[config.mk]
export PLATFORM = sky130hd
export DESIGN_NAME = hpsd_queue
export DESIGN_NICKNAME = d
export VERILOG_FILES = /design/src/rtl/hpsd_pkg.sv /design/src/rtl/hpsd_queue.sv
export SDC_FILE = /design/constraint.sdc
export NUM_CORES = 1
export LEC_CHECK = 0
export ABC_CLOCK_PERIOD_IN_PS = 4150
export BUFFER_PORTS_ARGS = -buffer_cell sky130_fd_sc_hd__buf_2
export CELL_PAD_IN_SITES_DETAIL_PLACEMENT = 0
export CELL_PAD_IN_SITES_GLOBAL_PLACEMENT = 1
export CORE_MARGIN = 2
export CORE_UTILIZATION = 33
export CTS_BUF_LIST = sky130_fd_sc_hd__clkbuf_8
export CTS_CLUSTER_DIAMETER = 100
export DETAILED_ROUTE_END_ITERATION = 8
export PLACE_DENSITY_LB_ADDON = 0.1
export SYNTH_ARGS = -nofsm -noshare
export SYNTH_HDL_FRONTEND = slang
export SYNTH_SLANG_ARGS = --single-unit
[constraint.sdc]
create_clock -name clk -period 4.15 [get_ports clk]
set_input_delay 0.6225 -clock clk [delete_from_list [all_inputs] [get_ports clk]]
set_output_delay 0.6225 -clock clk [all_outputs]
set_load 0.02 [all_outputs]
[src/rtl/hpsd_pkg.sv]
`default_nettype none
package hpsd_pkg;

    localparam int MAX_V   = 16;
    localparam int ROW_W   = 16;
    localparam int VIDX_W  = 4;
    localparam int CFG_W   = 5;
    localparam int WIDX_W  = $clog2(MAX_V);
    localparam int CNT_W   = $clog2(MAX_V + 1);
    localparam int Q_DEPTH = 4;
    localparam int Q_AW    = $clog2(Q_DEPTH);

    typedef struct packed {
        logic [VIDX_W-1:0] vertex;
        logic [ROW_W-1:0]  neighbours;
        logic              last_row;
    } item_t;

    typedef struct packed {
        logic  valid;
        item_t item;
    } q_head_t;

    typedef struct packed {
        logic busy;
        logic done;
    } back_stat_t;

endpackage
`default_nettype wire

[src/rtl/hpsd_queue.sv]
`default_nettype none
module hpsd_queue (
    input  wire logic            clk,
    input  wire logic            rst_n,
    input  wire logic            push,
    input  wire hpsd_pkg::item_t push_item,
    input  wire logic            pop,
    output logic                 full,
    output hpsd_pkg::q_head_t    head
);
    import hpsd_pkg::*;

    item_t             slot_reg [Q_DEPTH];
    logic [Q_AW-1:0]   wr_ptr_reg, wr_ptr_next;
    logic [Q_AW-1:0]   rd_ptr_reg, rd_ptr_next;
    logic [Q_AW:0]     cnt_reg, cnt_next;

    assign full       = (cnt_reg == (Q_AW+1)'(Q_DEPTH));
    assign head.valid = (cnt_reg != '0);
    assign head.item  = slot_reg[rd_ptr_reg];

    always_comb
    begin
        wr_ptr_next = wr_ptr_reg;
        rd_ptr_next = rd_ptr_reg;
        cnt_next    = cnt_reg;
        if (push)
        begin
            wr_ptr_next = wr_ptr_reg + Q_AW'(1);
        end
        if (pop)
        begin
            rd_ptr_next = rd_ptr_reg + Q_AW'(1);
        end
        if (push && !pop)
        begin
            cnt_next = cnt_reg + (Q_AW+1)'(1);
        end
        else if (pop && !push)
        begin
            cnt_next = cnt_reg - (Q_AW+1)'(1);
        end
    end

    always_ff @(posedge clk or negedge rst_n)
    begin
        if (!rst_n)
        begin
            wr_ptr_reg <= '0;
            rd_ptr_reg <= '0;
            cnt_reg    <= '0;
        end
        else
        begin
            wr_ptr_reg <= wr_ptr_next;
            rd_ptr_reg <= rd_ptr_next;
            cnt_reg    <= cnt_next;
        end
    end

    always_ff @(posedge clk)
    begin
        if (push)
        begin
            slot_reg[wr_ptr_reg] <= push_item;
        end
    end

endmodule
`default_nettype wire

; Word-level counts from Yosys, hierarchy flattened
; Memories as Yosys holds them, arrays and structs flattened.
; Index checks and enable logic that the tools add are counted.
[word_totals]
mem_count = 1
output_inout_bits = 23
regBits = 7
word_cells = 19
ram_bits = 84
in_bits = 25
[mem_list]
columns = memory, depth, word_bits, read_ports, rd_clocked_by_memory_dff, wr, line_no
row1 = slot_reg, 4, 21, 1, 0, 1, hpsd_queue.sv:13  ; item_t slot_reg [Q_DEPTH];
[op_classes]
n_reduce_logical = 6
n_mux = 4
addsub = 4
eq_ne = 1
[ops]
columns = operator, count
row1 = two-way mux 3 bit, 2
row2 = adder 2 x 1 -> 2 bit (second input constant), 2
row3 = adder 3 x 1 -> 3 bit (second input constant), 1
row4 = == test 3 bit (second input constant), 1
row5 = nonzero test 3 bit, 1
row6 = subtractor 3 x 1 -> 3 bit (second input constant), 1
row7 = logical AND 1 bit, 2
row8 = zero test 1 bit, 2
row9 = two-way mux 1 bit, 2
row10 = nonzero test 2 bit, 1

; Longest topological paths before layout
[logic_depth]
ltp_word = 4
ltp_mapped = 7
ltp_nobuf = 7

; Least setup slack after synthesis
; Ideal clock, no wire load.
[synth_path]
path_kind = register to output
startpoint = reg rd_ptr_reg[0]
endpoint = out head[10] (netlist name)
n_path_buf = 2
arrival_time_ps = 1153
slack_ps = 2374
required_ps = 3527
stages_incl_launch_ff = 4
cell_sequence = dfrtp_1 buf_6 buf_12 mux4_2
[synth_rtl]
columns = item, line_no
row1 = "start, declared", hpsd_queue.sv:15  ; logic [Q_AW-1:0] rd_ptr_reg, rd_ptr_next;
row2 = "start signal, assigned", hpsd_queue.sv:56  ; rd_ptr_reg <= rd_ptr_next;
row3 = "end, declared", hpsd_queue.sv:9  ; output hpsd_pkg::q_head_t head

==> metrics.cfg <==
[power_and_ir_drop]
power.ir.vdd_worst_uv = 231
cellLeakagePower_nw = 1.40
power_mw = 2.72
power-per-cell-area_nw_per_um2 = 678

[sta]
layout_setup_ws_ns = 1.48
worst_slew_pin_slew_ns = 1.08
min_period_over_period = 0.645
smallest_hold_slack_ns = 0.0905
fmax_mhz = 374
report.final.hold_viol_count = 0
total_setup_violations_reported_at_the_end_of_the_flow = 0
grt_setup_unrepaired = false
report.final.slew_viol_count = 0
min_period_ns = 2.67
timing.setup.tns_ns = 0
max_slew_margin = 0.283
final.setup_skew_ns = 0.00838

[routing]
via_per_inst = 4.53
drc = 0
drtIter0Drc = 38
route.antenna.remaining_nets = 0
wirelength_met1_mm = 2.51
total_number_of_vias = 1549
avgRoutedWirePerCell_um = 17.8
drt-pass1-iter-count = 4
highest-signal-layer = met4
postRouteWirelength_mm = 6.07
met3_wirelength_um = 274
routed-wl-met2_mm = 3.23

[finish]
num-fill-cells = 911
fin_area_um2 = 4010
drive_above_1_share = 0.417
finalNetCount = 232
syn_to_final_growth_pct = 16.0
fin_cells = 342
fin_util = 0.392
antenna_cells = 0
largest_register_ffs = 84

[floorplanning]
initial_core_util = 0.338
standard_cell_core_area_um2 = 10200
die_area_um2 = 11300
chipWidth_um = 106
die_height_um = 106
io-pin-count = 48
placement_rows = 37

[critical_path]
critical_path.max_fanout = 23
timing.critical_path.buf_inv = 1
criticalPathCategory = register to primary output
worst_ep_arrival_time_ns = 2.05
end_kind = primary output
cp-startpoint = rd_ptr_reg[0]$_DFFE_PN0P_
delay_of_the_slowest_cell_on_the_worst_path_ns = 0.89
worst_path_dominant_cell_family = flip-flops
rr_startpoint = wr_ptr_reg[0]$_DFFE_PN0P_
rr_worst_depth = 4
critPathRequiredTime_ns = 3.53
crit_path_start_kind = register
worst-r2r-setup-slack_ns = 2.33
r2r_end = slot_reg[0][17]$_DFFE_PP_
cpMaxStageDelayCell = sky130_fd_sc_hd__dfrtp_2
worstPathCellList = mux4_1, buf_2

[flow_run]
drv_cap = 0

[synth]
post_syn_nets = 175
ys_seq_elements = 91
synth-seq-area-share = 0.780
synthesis.yosys.warnings = 0
synthCells = 144
syn_avg_cell_area_um2 = 24.0
synth_cell_types = 19
synth.cell_area_um2 = 3460

[placed_design]
globalplace.congestion = 0.628
place_area_um2 = 3830
placement.io_buffers = 47
hpwlAfterDp_mm = 3.87
placedCellCount = 326
dp_worst_setup_slack_ns = 1.80

[clocking]
clockBufferDepth = 2
post-cts-setup-buffer-count = 0
cell_chosen_for_the_clock_root = sky130_fd_sc_hd__clkbuf_8
tritoncts = built
cts.htree.levels = 3
clk_pin_slew_ns = 0.09
tritoncts.num_buffers = 9
post_cts_resized = 0
cts-hold-fix-buffers = 0
clkLatencyLatePin_ns = 0.35
clock_sinks = 91

[global_routing]
grt_util_all_layers = 0.116
grt_remaining_overflow = 0
number_of_antenna_violations_at_the_first_check_in_global_routing = 0
grt_start_max_net_pins = 24
first_global_vias = 1738
grt_pass1_wl_mm = 9.45

[min_path]
hp-class = input port to asynchronous set/reset pin

[outcome]
run_status = finished clean

[worst max-delay path by stage]
stage                     to  slack (ns)  cells past startpoint
floorplan           head[10]        2.37                      3
global placement    head[16]        1.79                      2
detailed placement  head[17]        1.80                      2
CTS                 head[17]        1.40                      2
global route        head[16]        1.31                      2
finish              head[17]        1.48                      2
[power by group]
group	total [mW]	internal (mW)	switching, mW
registers	1.38	1.21	0.172
logic	0.805	0.375	0.430
clock network	0.538	0.221	0.317
total	2.72	1.80	0.918
[cells by family after synthesis]
logic type / count (synthesis) / synth area share
buffers and inverters: 9 / 0.0221
and+or+nand+nor: 9 / 0.0145
AOI/OAI and AO/OA: 1 / 0.00145
xor gates and xnor gates: 6 / 0.0152
adders and majority gates: 6 / 0.0239
DFF: 91 / 0.780
muxes: 22 / 0.143
[area by class of cell]
class / count / area (um2) / area share
Sequential cell: 91 / 2700 / 0.673
Tap cell: 136 / 170 / 0.0424
Clock buffer: 9 / 124 / 0.0309
Multi-Input combinational cell: 44 / 686 / 0.171
Timing Repair Buffer: 51 / 265 / 0.0661
Clock inverter: 7 / 53.8 / 0.0134
Inverter: 4 / 15.0 / 0.00374
[cell usage after synthesis]
cell | number | area [um2]
sky130_fd_sc_hd__and2_1 | 4 | 25.0
sky130_fd_sc_hd__buf_12 | 2 | 40.0
sky130_fd_sc_hd__buf_2 | 2 | 10.0
sky130_fd_sc_hd__buf_6 | 1 | 11.3
sky130_fd_sc_hd__dfrtp_1 | 7 | 175
sky130_fd_sc_hd__edfxtp_1 | 84 | 2520
sky130_fd_sc_hd__fa_1 | 1 | 20.0
sky130_fd_sc_hd__ha_1 | 5 | 62.6
sky130_fd_sc_hd__inv_1 | 4 | 15.0
sky130_fd_sc_hd__mux2_2 | 1 | 11.3
sky130_fd_sc_hd__mux4_1 | 3 | 78.8
sky130_fd_sc_hd__mux4_2 | 18 | 405
sky130_fd_sc_hd__nand2_1 | 2 | 7.51
sky130_fd_sc_hd__nor2_1 | 1 | 3.75
sky130_fd_sc_hd__nor3b_1 | 1 | 7.51
sky130_fd_sc_hd__o21ai_0 | 1 | 5.00
sky130_fd_sc_hd__or3_1 | 1 | 6.26
sky130_fd_sc_hd__xnor2_1 | 2 | 17.5
sky130_fd_sc_hd__xor2_1 | 4 | 35.0
[cell usage in the layout, fill, tap and decap left out, drive strengths merged]
master / count
fa: 1
buf: 51
dfrtp: 7
and2: 4
nor2: 1
mux4: 21
or3: 1
clkinvlp: 4
inv: 7
xnor2: 2
nor3b: 1
clkbuf: 9
ha: 5
xor2: 4
nand2: 2
mux2: 1
edfxtp: 84
o21ai: 1
[routing by layer]
layer	vias to the layer above	global-route usage
li1	702	-
met1	805	0.135
met2	36	0.200
met3	6	0.0380
met4	0	0.0395
met5	-	0
(Power assumes the default switching activity.)
