**src/rtl/hpsd_pkg.sv**
```systemverilog
`default_nettype none
package hpsd_pkg;

    localparam int MAX_V   = 16;
    localparam int ROW_W   = 16;
    localparam int VIDX_W  = 4;
    localparam int CFG_W   = 5;
    localparam int WIDX_W  = $clog2(MAX_V);
    localparam int CNT_W   = $clog2(MAX_V + 1);
    localparam int Q_DEPTH = 4;
    localparam int Q_AW    = $clog2(Q_DEPTH);

    typedef struct packed {
        logic [VIDX_W-1:0] vertex;
        logic [ROW_W-1:0]  neighbours;
        logic              last_row;
    } item_t;

    typedef struct packed {
        logic  valid;
        item_t item;
    } q_head_t;

    typedef struct packed {
        logic busy;
        logic done;
    } back_stat_t;

endpackage
`default_nettype wire

```
**src/rtl/hpsd_front.sv**
```systemverilog
`default_nettype none
module hpsd_front (
    input  wire logic                          clk,
    input  wire logic                          rst_n,
    input  wire logic                          in_valid,
    output logic                               in_stall,
    input  wire logic [hpsd_pkg::VIDX_W-1:0]   vertex,
    input  wire logic [hpsd_pkg::ROW_W-1:0]    neighbours,
    input  wire logic                          last_row,
    input  wire logic                          q_full,
    output logic                               push,
    output hpsd_pkg::item_t                    push_item,
    output logic                               held
);
    import hpsd_pkg::*;

    logic  valid_reg, valid_next;
    item_t item_reg;
    logic  take;

    assign in_stall  = valid_reg && q_full;
    assign take      = in_valid && !in_stall;
    assign push      = valid_reg && !q_full;
    assign push_item = item_reg;
    assign held      = valid_reg;

    always_comb
    begin
        valid_next = valid_reg;
        if (take)
        begin
            valid_next = 1'b1;
        end
        else if (push)
        begin
            valid_next = 1'b0;
        end
    end

    always_ff @(posedge clk or negedge rst_n)
    begin
        if (!rst_n)
        begin
            valid_reg <= 1'b0;
        end
        else
        begin
            valid_reg <= valid_next;
        end
    end

    always_ff @(posedge clk)
    begin
        if (take)
        begin
            item_reg.vertex     <= vertex;
            item_reg.neighbours <= neighbours;
            item_reg.last_row   <= last_row;
        end
    end

endmodule
`default_nettype wire

```
**config.mk**
```make
export PLATFORM = sky130hd
export DESIGN_NAME = hpsd_front
export DESIGN_NICKNAME = d
export VERILOG_FILES = /design/src/rtl/hpsd_pkg.sv /design/src/rtl/hpsd_front.sv
export SDC_FILE = /design/constraint.sdc
export NUM_CORES = 1
export LEC_CHECK = 0
export BUFFER_PORTS_ARGS = -buffer_cell sky130_fd_sc_hd__buf_2
export CAP_MARGIN = 20
export CORE_AREA = 2 2 56 58
export DETAILED_ROUTE_END_ITERATION = 8
export DIE_AREA = 0 0 58 60
export PLACE_DENSITY = 0.6
export SLEW_MARGIN = 20
export SYNTH_ARGS = -nofsm -noshare
export SYNTH_HDL_FRONTEND = slang
export SYNTH_SLANG_ARGS = --single-unit
export TNS_END_PERCENT = 20
```
**constraint.sdc**
```tcl
create_clock -name clk -period 3.3 [get_ports clk]
set_clock_uncertainty 0.05 [all_clocks]
set_input_delay 0.165 -clock clk [delete_from_list [all_inputs] [get_ports clk]]
set_output_delay 0.165 -clock clk [all_outputs]
set_load 0.005 [all_outputs]
```
Yosys cells after proc, flatten, opt, wreduce, memory -nomap -nowiden
Index checks and enable logic that the tools add are counted.
Operators by class
  $add $sub $neg: 0
  multipliers: 0
  divide/modulo/power cells: 0
  $lt $le $gt $ge: 0
  equal/unequal tests: 0
  shifts and indexed selects: 0
  multiplexer cells: 2
  bitwise operators: 0
  reductions and logical operators: 6
Operators by type and width (count)
  logical AND 1 bit: 3
  logical NOT 1 bit: 2
  two-way mux 1 bit: 2
  nonzero test 2 bit: 1
Storage, ports and cells
  register bits: 22
  bits in latches: 0
  bits in writable memories: 0
  ROM bits: 0
  output and inout bits: 24
  memories: 0

Logic depth before layout (Yosys ltp)
Gate-level depths: netlist (run 1).
  depth after elaboration: 4
  mapped depth: 1
  gate-level depth less buffers: 1

Least setup slack after synthesis (run 1)
Ideal clock, no wire load.
  path type: flip-flop to flip-flop
  start point: register valid_reg, in the netlist held
  end point: register item_reg (netlist bit push_item[0]) (enable)
  arrival: 1979 ps
  data required time: 2818 ps
  slack: 840 ps
  stages on the path, launching flop included: 2
  path through: dfrtp_1 > a21boi_0
Between the ends
  word-level cells in the longest chain between the ends: 3
Ends and longest elaborated chain
  from (decl): line hpsd_front.sv:17  | logic valid_reg, valid_next;
  from (signal assigned): line hpsd_front.sv:48  | valid_reg <= valid_next;
  logical AND 1 bit: line hpsd_front.sv:21  | assign in_stall = valid_reg && q_full;
  logical NOT 1 bit: line hpsd_front.sv:22  | assign take = in_valid && !in_stall;
  logical AND 1 bit: line hpsd_front.sv:22
  net take: line hpsd_front.sv:19  | logic take;
  to (decl): line hpsd_front.sv:18  | item_t item_reg;
The timed path passes the listed nets, and every way through them passes these cells.
A chain may end at the register's enable or synchronous reset.

Final worst setup path (run 1)
  start point: input in_valid
  end point: register item_reg (netlist bit push_item[15]) (enable)
Between the ends
  word-level cells in the longest chain between the ends: 1
Ends and longest elaborated chain
  from (decl): line hpsd_front.sv:5  | input wire logic in_valid,
  logical AND 1 bit: line hpsd_front.sv:22
  net take: line hpsd_front.sv:19
The timed path passes the listed nets, and every way through them passes these cells.

==> results of run 1 <==
==> sequential cells by signal (all words and copies together), names as in the netlist <==
name       count
push_item     21
held           1
==> logic make-up after synthesis <==
family | Yosys count | synth area share [%]
DFF | 22 | 95.27
AOI/OAI and AO/OA | 2 | 2.364
and+or+nand+nor | 2 | 2.364
==> final cells by class <==
cell class              count  area (um^2)  share of cell area (%)
flip-flops and latches     22        655.6                   52.56
repair buffers             72        478.0                   38.31
well taps                  33        41.29                   3.310
multi-input cells           4        36.28                   2.909
clock buffers               4        36.28                   2.909
==> layer usage <==
layer / vias up / global-route usage [%] / part of all wire, %
li1: 253 / - / -
met1: 226 / 8.276 / 34
met2: 27 / 16.72 / 56
met3: 0 / 2.381 / 10
met4: 0 / 3.987 / 0
met5: - / 0 / 0
==> placed cells by master (no fill, tap or decap) <==
master,n
buf_4,1
a21boi_2,1
dlygate4sd3_1,23
clkbuf_4,3
buf_2,48
and2_2,1
and2b_2,1
clkbuf_8,1
dfrtp_1,1
edfxtp_1,21
a21o_2,1
==> worst max-delay path by stage <==
stage	startpoint	to	slack [ns]
6_report	in_valid	push_item[15]$_DFFE_PP_	2.03
5_1_grt	held$_DFFE_PN0P_	push	1.98
4_1_cts	held$_DFFE_PN0P_	push	2.01
3_5_place_dp	held$_DFFE_PN0P_	push_item[17]$_DFFE_PP_	2.09
3_3_place_gp	held$_DFFE_PN0P_	push_item[1]$_DFFE_PP_	2.13
2_1_floorplan	held$_DFFE_PN0P_	push_item[0]$_DFFE_PP_	0.84
==> what timing repair did <==
item,CTS,global route
hold endpoints to repair,23,0
hold buffers,23,0
endpoints found under the setup margin,0,0
setup buffers,0,0
==> worst register-to-register path: stages, from the launching register on <==
cell and delay (ns):
dfrtp_1 0.44, a21boi_2 0.13, buf_4 0.28
==> power breakdown <==
group	internal [W]	total, W	switching (W)	leakage [nW]
Clock	0.0000672	0.000140	0.0000725	0.0210
Combinational	0.0000412	0.0000636	0.0000225	0.307
Sequential	0.000324	0.000328	0.00000394	0.211
Total	0.000432	0.000531	0.0000989	0.538
==> through the flow <==
stage	utilization [%]	cells
4_1_cts	42.97	135
3_3_place_gp	33.79	108
3_5_place_dp	33.79	108
5_1_grt	42.97	135
6_report	42.97	135
2_1_floorplan	-	26
==> results.toml, run 1 <==
[clock_network]
numCtsBuffers = 3
cts_tree = "done"
clock-root-buffer = "clkbuf_4"
clockBufferDepth = 2
clk_latency_ns = 0.29
clkTransAtPathRegs_ns = 0.11
clock_sinks = 22
htree_levels = 1
cts_resized = 0

[power]
p_leak_nw = 0.5384
ir_drop_v = 0.0002083
finalPower_w = 0.0005311
power.density_nw_per_um2 = 425.8

[global_routing]
grt-ovfl-total = 0
grt_max_degree = 22
antenna_found_initial = 0
grt_first_pass_wirelength_um = 2139
grt_use_total_pct = 8.583
grt_pass1_vias = 548

[placement]
dp_slack_ns = 2.094
place.gp.congestion = 0.6117
port_buffers = 48
place_area_um2 = 980.9

[detailed_routing]
drc = 0
first_iter_violations = 5
via_count = 506
wire_per_inst_um = 11.04
dr.pass1.iters = 3
drt_wl_total_um = 1490
vias_per_cell = 3.748
antenna_left = 0

[critical_path]
reg2reg_depth = 2
path_cells = "dlygate4sd3_1 > buf_2 > a21boi_2 > buf_4"
worstPathArrival_ns = 1.21
critPathLaunchType = "input pin"
criticalPathCategory = "in2reg"
cp_data_required_time_ns = 3.24
path_depth = 4
crit_slowest_cell = "dlygate4sd3_1"
timing.rr.start = "held$_DFFE_PN0P_"
cp_num_buf_inv = 3
path_max_fanout = 21
cpPeakStageDelay_ns = 0.52
r2r-end = "push_item[15]$_DFFE_PP_"
r2r_setup_slack_ns = 2.10
cp_top_family = "buffers and inverters"
end_kind = "flip-flop"

[sta]
setup_ws_ns = 2.029
finalSetupViolCount = 0
rsz0062_at_grt = "false"
fin_setup_tns_ns = 0
period_share_pct = 38.53
slew_violations = 0
timing.hold.ws_ns = 0.07676
fin_crit_ns = 1.271
timing_worst_slew_pin_value_ns = 0.2565
final_hold_viol_count = 0
slew_headroom_pct = 82.90
clock.fmax_ghz = 0.7865

[logic_synthesis]
ys_ff_latch = 22
synth_top_area_share_pct = 91.64
synthArstFlopShare_pct = 4.545
synth_fp_nets = 51
synth-edff-count = 21
netlist_instances = 26
ys_warn_count = 0
synth_area_um2 = 688.2
ys.flop_type = "edfxtp_1"
ys_top_cells_by_area = "edfxtp_1, dfrtp_1, a21o_2"
post-synth-top-count-cell = "edfxtp_1"
yosys.area.top_type = "edfxtp_1"
syn_avg_cell_area_um2 = 26.47
synth-seq-area-share_pct = 95.27
yosysUniqueCellTypes = 6

[min_path]
min_path_type = "in2reg"
min_path_cells = 2
hold-path-endpoint = "held$_DFFE_PN0P_"
hold_start = "q_full"

[cells_and_area]
nFillCells = 278
nNetsFinal = 128
final_area_um2 = 1247
drive_above_1_share_pct = 55.88
area_delta_synth_final_pct = 81.27
n_antenna_cell = 0

[floorplanning]
dieWidth_um = 58
die_area_um2 = 3480
fp.coreArea_um2 = 2903
start_util_pct = 23.71
num_rows = 20
die_y_um = 60
num_io_pins = 49

[status]
status = "complete, no violations"

[job]
drv_cap = 0
Power figures use the tool's default switching activity.
==> run 2, diff against run 1 <==
--- a/config.mk
+++ b/config.mk
@@ -10,7 +10,7 @@
 export CORE_AREA = 2 2 56 58
 export DETAILED_ROUTE_END_ITERATION = 8
 export DIE_AREA = 0 0 58 60
-export PLACE_DENSITY = 0.6
+export PLACE_DENSITY = 0.62
 export SLEW_MARGIN = 20
 export SYNTH_ARGS = -nofsm -noshare
 export SYNTH_HDL_FRONTEND = slang
==> constraint.sdc (replaced) <==
create_clock -name clk -period 1.1 [get_ports clk]
set_clock_uncertainty 0.05 [all_clocks]
set_input_delay 0.055 -clock clk [delete_from_list [all_inputs] [get_ports clk]]
set_output_delay 0.055 -clock clk [all_outputs]
set_load 0.005 [all_outputs]
==> results.toml, run 2 (synthesis results as in run 1) <==
[critical_path]
timing.rr.start = "held$_DFFE_PN0P_"
path_depth = 3
reg2reg_depth = 3
cpPeakStageDelay_ns = 0.42
startpoint = "held$_DFFE_PN0P_"
worstPathArrival_ns = 1.22
cp_top_family = "flip-flops"
cp_num_buf_inv = 2
path_max_fanout = 11
cp_data_required_time_ns = 1.07
path_cells = "buf_4 > a21boi_4 > buf_12"
crit_slowest_cell = "dfrtp_1"
end_kind = "flip-flop"
criticalPathCategory = "reg2reg"
critPathLaunchType = "flip-flop"

[clock_network]
clk_latency_ns = 0.28
clkTransAtPathRegs_ns = 0.11
numCtsBuffers = 3
clock-root-buffer = "clkbuf_4"
clockBufferDepth = 2
htree_levels = 1
cts_tree = "done"
clock_sinks = 22

[placement]
place.gp.congestion = 0.6651
hpwl_um = 1085
dp_slack_ns = -0.02339
port_buffers = 48

[floorplanning]
die_y_um = 60
die_area_um2 = 3480
fp.coreArea_um2 = 2903
num_io_pins = 49
num_rows = 20
dieWidth_um = 58
start_util_pct = 23.71

[detailed_routing]
vias_per_cell = 4.035
dr.pass1.iters = 4
via_count = 569
antenna_left = 0
drt_wl_total_um = 1643
wire_per_inst_um = 11.65
first_iter_violations = 11
drc = 0

[power]
finalPower_w = 0.001569
p_leak_nw = 0.5738
seqPwrFrac_pct = 62.7
p_int_w = 0.001269
power_switching_w = 0.0003008
ir_drop_v = 0.0007297
clock_power_share_pct = 22.3
switching_share_pct = 19.17
combPwrFrac_pct = 15.0
power.density_nw_per_um2 = 1186

[min_path]
min_path_type = "in2reg"
min_path_cells = 3
hold_start = "q_full"

[sta]
finalSetupViolCount = 23
final_hold_viol_count = 0
slew_headroom_pct = 86.62
timing_worst_slew_pin_value_ns = 0.2002
clock.fmax_ghz = 0.7978
period_share_pct = 114.0
timing.hold.ws_ns = 0.2331
rsz0062_at_grt = "true"
slew_violations = 0
setup_ws_ns = -0.1535
fin_crit_ns = 1.253

[global_routing]
grt_max_degree = 13
antenna_found_initial = 0
grt_first_pass_wirelength_um = 2573
grt_use_total_pct = 10.22
grt_pass1_vias = 663
grt-ovfl-total = 0

[cells_and_area]
n_antenna_cell = 0
area_delta_synth_final_pct = 92.36
drive_above_1_share_pct = 55.56
final_cell_mix = "buf_2, dlygate4sd3_1, edfxtp_1, clkbuf_4"
layout.cells.most_common = "buf_2"
largest_reg_flops = 21
nNetsFinal = 134

[status]
failed_checks = "setup timing"
status = "finished with violations"

[job]
drv_cap = 0
## run 2: cell types whose count changed in the layout (fill, tap and decap cells not counted)
| cell | before | now |
|---|---|---|
| a21boi_4 | 0 | 1 |
| clkbuf_8 | 1 | 0 |
| buf_4 | 1 | 2 |
| buf_6 | 0 | 1 |
| buf_12 | 0 | 2 |
| clkbuf_1 | 0 | 1 |
| dlygate4sd3_1 | 23 | 25 |
| a21boi_2 | 1 | 0 |
## run 2: timing repair
action	CTS	global route
setup buffers	1	1
hold buffers	25	0
endpoints found under the setup margin	24	24
gates resized for setup	0	1
hold endpoints to repair	23	0
## run 2: routing by layer
metal / global-route usage (%) / wire (um) / up-vias
met5: 0 / 0 / -
met4: 4.319 / 0 / 0
met1: 8.322 / 496 / 265
met2: 21.10 / 947 / 37
met3: 3.896 / 199 / 0
li1: - / - / 267
## run 2: power by group through the flow
| stage | logic, W | registers [W] | clock network [W] |
|---|---|---|---|
| 2_1_floorplan | 0.0000266 | 0.00101 | 0 |
| 3_3_place_gp | 0.000154 | 0.00100 | 0 |
| 3_5_place_dp | 0.000158 | 0.00100 | 0 |
| 4_1_cts | 0.000230 | 0.000984 | 0.000374 |
| 5_1_grt | 0.000257 | 0.000989 | 0.000409 |
| 6_report | 0.000236 | 0.000984 | 0.000350 |
## run 2: area by class of cell
cell class	instances	area, um^2
clock buffer	4	26.28
fill	261	1579
multi-input combinational	4	43.79
sequential	22	655.6
tap	33	41.29
timing repair buffer	78	556.8
## run 2: final timing paths
kind,endpoint,slack (ns)
setup / recovery,push_item[9]$_DFFE_PP_,-0.15
hold / removal,push_item[19]$_DFFE_PP_,0.23
setup reg to reg,push_item[9]$_DFFE_PP_,-0.15
hold reg to reg,held$_DFFE_PN0P_,0.69
max in group asynchronous,held$_DFFE_PN0P_,0.38
min in group asynchronous,held$_DFFE_PN0P_,0.52
## run 2: per-stage QoR
| step | area, um^2 | instances | setup TNS (ns) | utilization (%) |
|---|---|---|---|---|
| floorplan | 699.4 | 26 | -4.291 | - |
| global placement | 1028 | 110 | 0 | 35.43 |
| detailed placement | 1028 | 110 | -0.4129 | 35.43 |
| CTS | 1313 | 140 | -2.872 | 45.22 |
| global route | 1324 | 141 | -3.899 | 45.60 |
| finish | 1324 | 141 | -3.314 | 45.60 |
## run 2: worst register-to-register path, delay by kind of cell (launching register included)
family	cells	cell delay, ns
buffers and inverters	2	0.31
DFF	1	0.42
AOI/OAI and AO/OA	1	0.20
==> run 3, diff against run 2 <==
--- a/config.mk
+++ b/config.mk
@@ -7,10 +7,10 @@
 export LEC_CHECK = 0
 export BUFFER_PORTS_ARGS = -buffer_cell sky130_fd_sc_hd__buf_2
 export CAP_MARGIN = 20
-export CORE_AREA = 2 2 56 58
+export CORE_AREA = 2 2 46 53
 export DETAILED_ROUTE_END_ITERATION = 8
-export DIE_AREA = 0 0 58 60
-export PLACE_DENSITY = 0.62
+export DIE_AREA = 0 0 48 55
+export PLACE_DENSITY = 0.77
 export SLEW_MARGIN = 20
 export SYNTH_ARGS = -nofsm -noshare
 export SYNTH_HDL_FRONTEND = slang
==> results.toml, run 3 (synthesis results as in run 1) <==
[status]
status = "finished with violations"
failed_checks = "setup timing"

[job]
drv_cap = 0

[min_path]
min_path_type = "in2reg"

[clock_network]
cts_tree = "done"
clkTransAtPathRegs_ns = 0.11
numCtsBuffers = 3
clk_latency_ns = 0.29
htree_levels = 1
clock_sinks = 22
clock-root-buffer = "clkbuf_4"
clockBufferDepth = 2

[detailed_routing]
first_iter_violations = 3
drt_wl_total_um = 1503
drc = 0
vias_per_cell = 3.906
via_count = 539
antenna_left = 0
wire_per_inst_um = 10.89
dr.pass1.iters = 2

[power]
power.density_nw_per_um2 = 1192
p_leak_nw = 0.5724
ir_drop_v = 0.0009124

[global_routing]
grt-ovfl-total = 0
grt_use_total_pct = 12.15
antenna_found_initial = 0
grt_max_degree = 17
grt_pass1_vias = 546
grt_first_pass_wirelength_um = 2118

[floorplanning]
num_rows = 18
start_util_pct = 32.16
fp.coreArea_um2 = 2140
dieWidth_um = 48
die_area_um2 = 2640
die_y_um = 55
num_io_pins = 49

[cells_and_area]
layout.cells.most_common = "buf_2"
final_cell_mix = "buf_2, dlygate4sd3_1, edfxtp_1, clkbuf_4, buf_4"
nNetsFinal = 134
seq_area_um2 = 655.6
final_area_um2 = 1314
largest_reg_flops = 21
n_antenna_cell = 0
final_core_util_pct = 61.40
multi_input_area_um2 = 43.79
drive_above_1_share_pct = 55.56
nFillCells = 157
area_delta_synth_final_pct = 90.91

[sta]
timing_worst_slew_pin_value_ns = 0.1550
final_hold_viol_count = 0
finalSetupViolCount = 24
slew_headroom_pct = 89.64
clock.fmax_ghz = 0.8183
rsz0062_at_grt = "true"
slew_violations = 0
fin_setup_tns_ns = -2.536
period_share_pct = 111.1
setup_ws_ns = -0.1221
fin_crit_ns = 1.222

[critical_path]
path_max_fanout = 3
criticalPathCategory = "reg2out"
worstPathArrival_ns = 1.12
critPathLaunchType = "flip-flop"
end_kind = "output port"
cp_data_required_time_ns = 1.00

[placement]
port_buffers = 48
place_area_um2 = 1012
place.gp.congestion = 0.5911
-- run 3: final timing paths --
path                                   from                       to  slack [ns]  cells past startpoint
setup reg to reg           held$_DFFE_PN0P_  push_item[16]$_DFFE_PP_       -0.11                      3
setup / recovery           held$_DFFE_PN0P_                     push       -0.12                      3
min in group asynchronous             rst_n         held$_DFFE_PN0P_        0.54                      3
hold / removal                       q_full   push_item[7]$_DFFE_PP_        0.24                      3
hold reg to reg            held$_DFFE_PN0P_         held$_DFFE_PN0P_        0.69                      3
max in group asynchronous             rst_n         held$_DFFE_PN0P_        0.35                      3
-- run 3: worst max-delay path, cell delays in order, from the launching register on --
cell,delay (ns)
dfrtp_1,0.41
buf_6,0.12
and2b_2,0.18
buf_2,0.12
-- run 3: area by class of cell --
| cell class | instances | area share (%) |
|---|---|---|
| multi-input combinational | 4 | 3.333 |
| tap | 30 | 2.857 |
| sequential | 22 | 49.90 |
| clock buffer | 4 | 2.000 |
| timing repair buffer | 78 | 41.90 |
-- run 3: stage by stage --
stage                     instances  setup WS [ns]  power (W)  hold WS [ns]
after global routing            138        -0.1756   0.001662        0.2197
final                           138        -0.1221   0.001566        0.2419
after floorplan                  26        -0.2043   0.001038       -0.2906
after global placement          107        0.03145   0.001146       -0.2199
after detailed placement        107       0.004549   0.001150       -0.2191
after CTS                       138        -0.1318   0.001592        0.2186
-- run 3: per-layer routing --
layer  global-route usage (%)  share of wire [%]
met3                    3.247                7.0
met4                    6.757                  0
met5                        0                  0
met1                    11.30                 34
met2                    22.89                 59
-- run 3: timing repair --
item | CTS | global route
hold endpoints to repair | 23 | 0
hold buffers | 25 | 0
setup endpoints to repair | 19 | 24
setup buffers | 2 | 0
gates resized for setup | 2 | 0
-- run 3: where the power goes --
group	internal, W	switching, W
Combinational	0.000153	0.0000783
Sequential	0.000971	0.00000977
Clock	0.000141	0.000213
Total	0.00126	0.000301
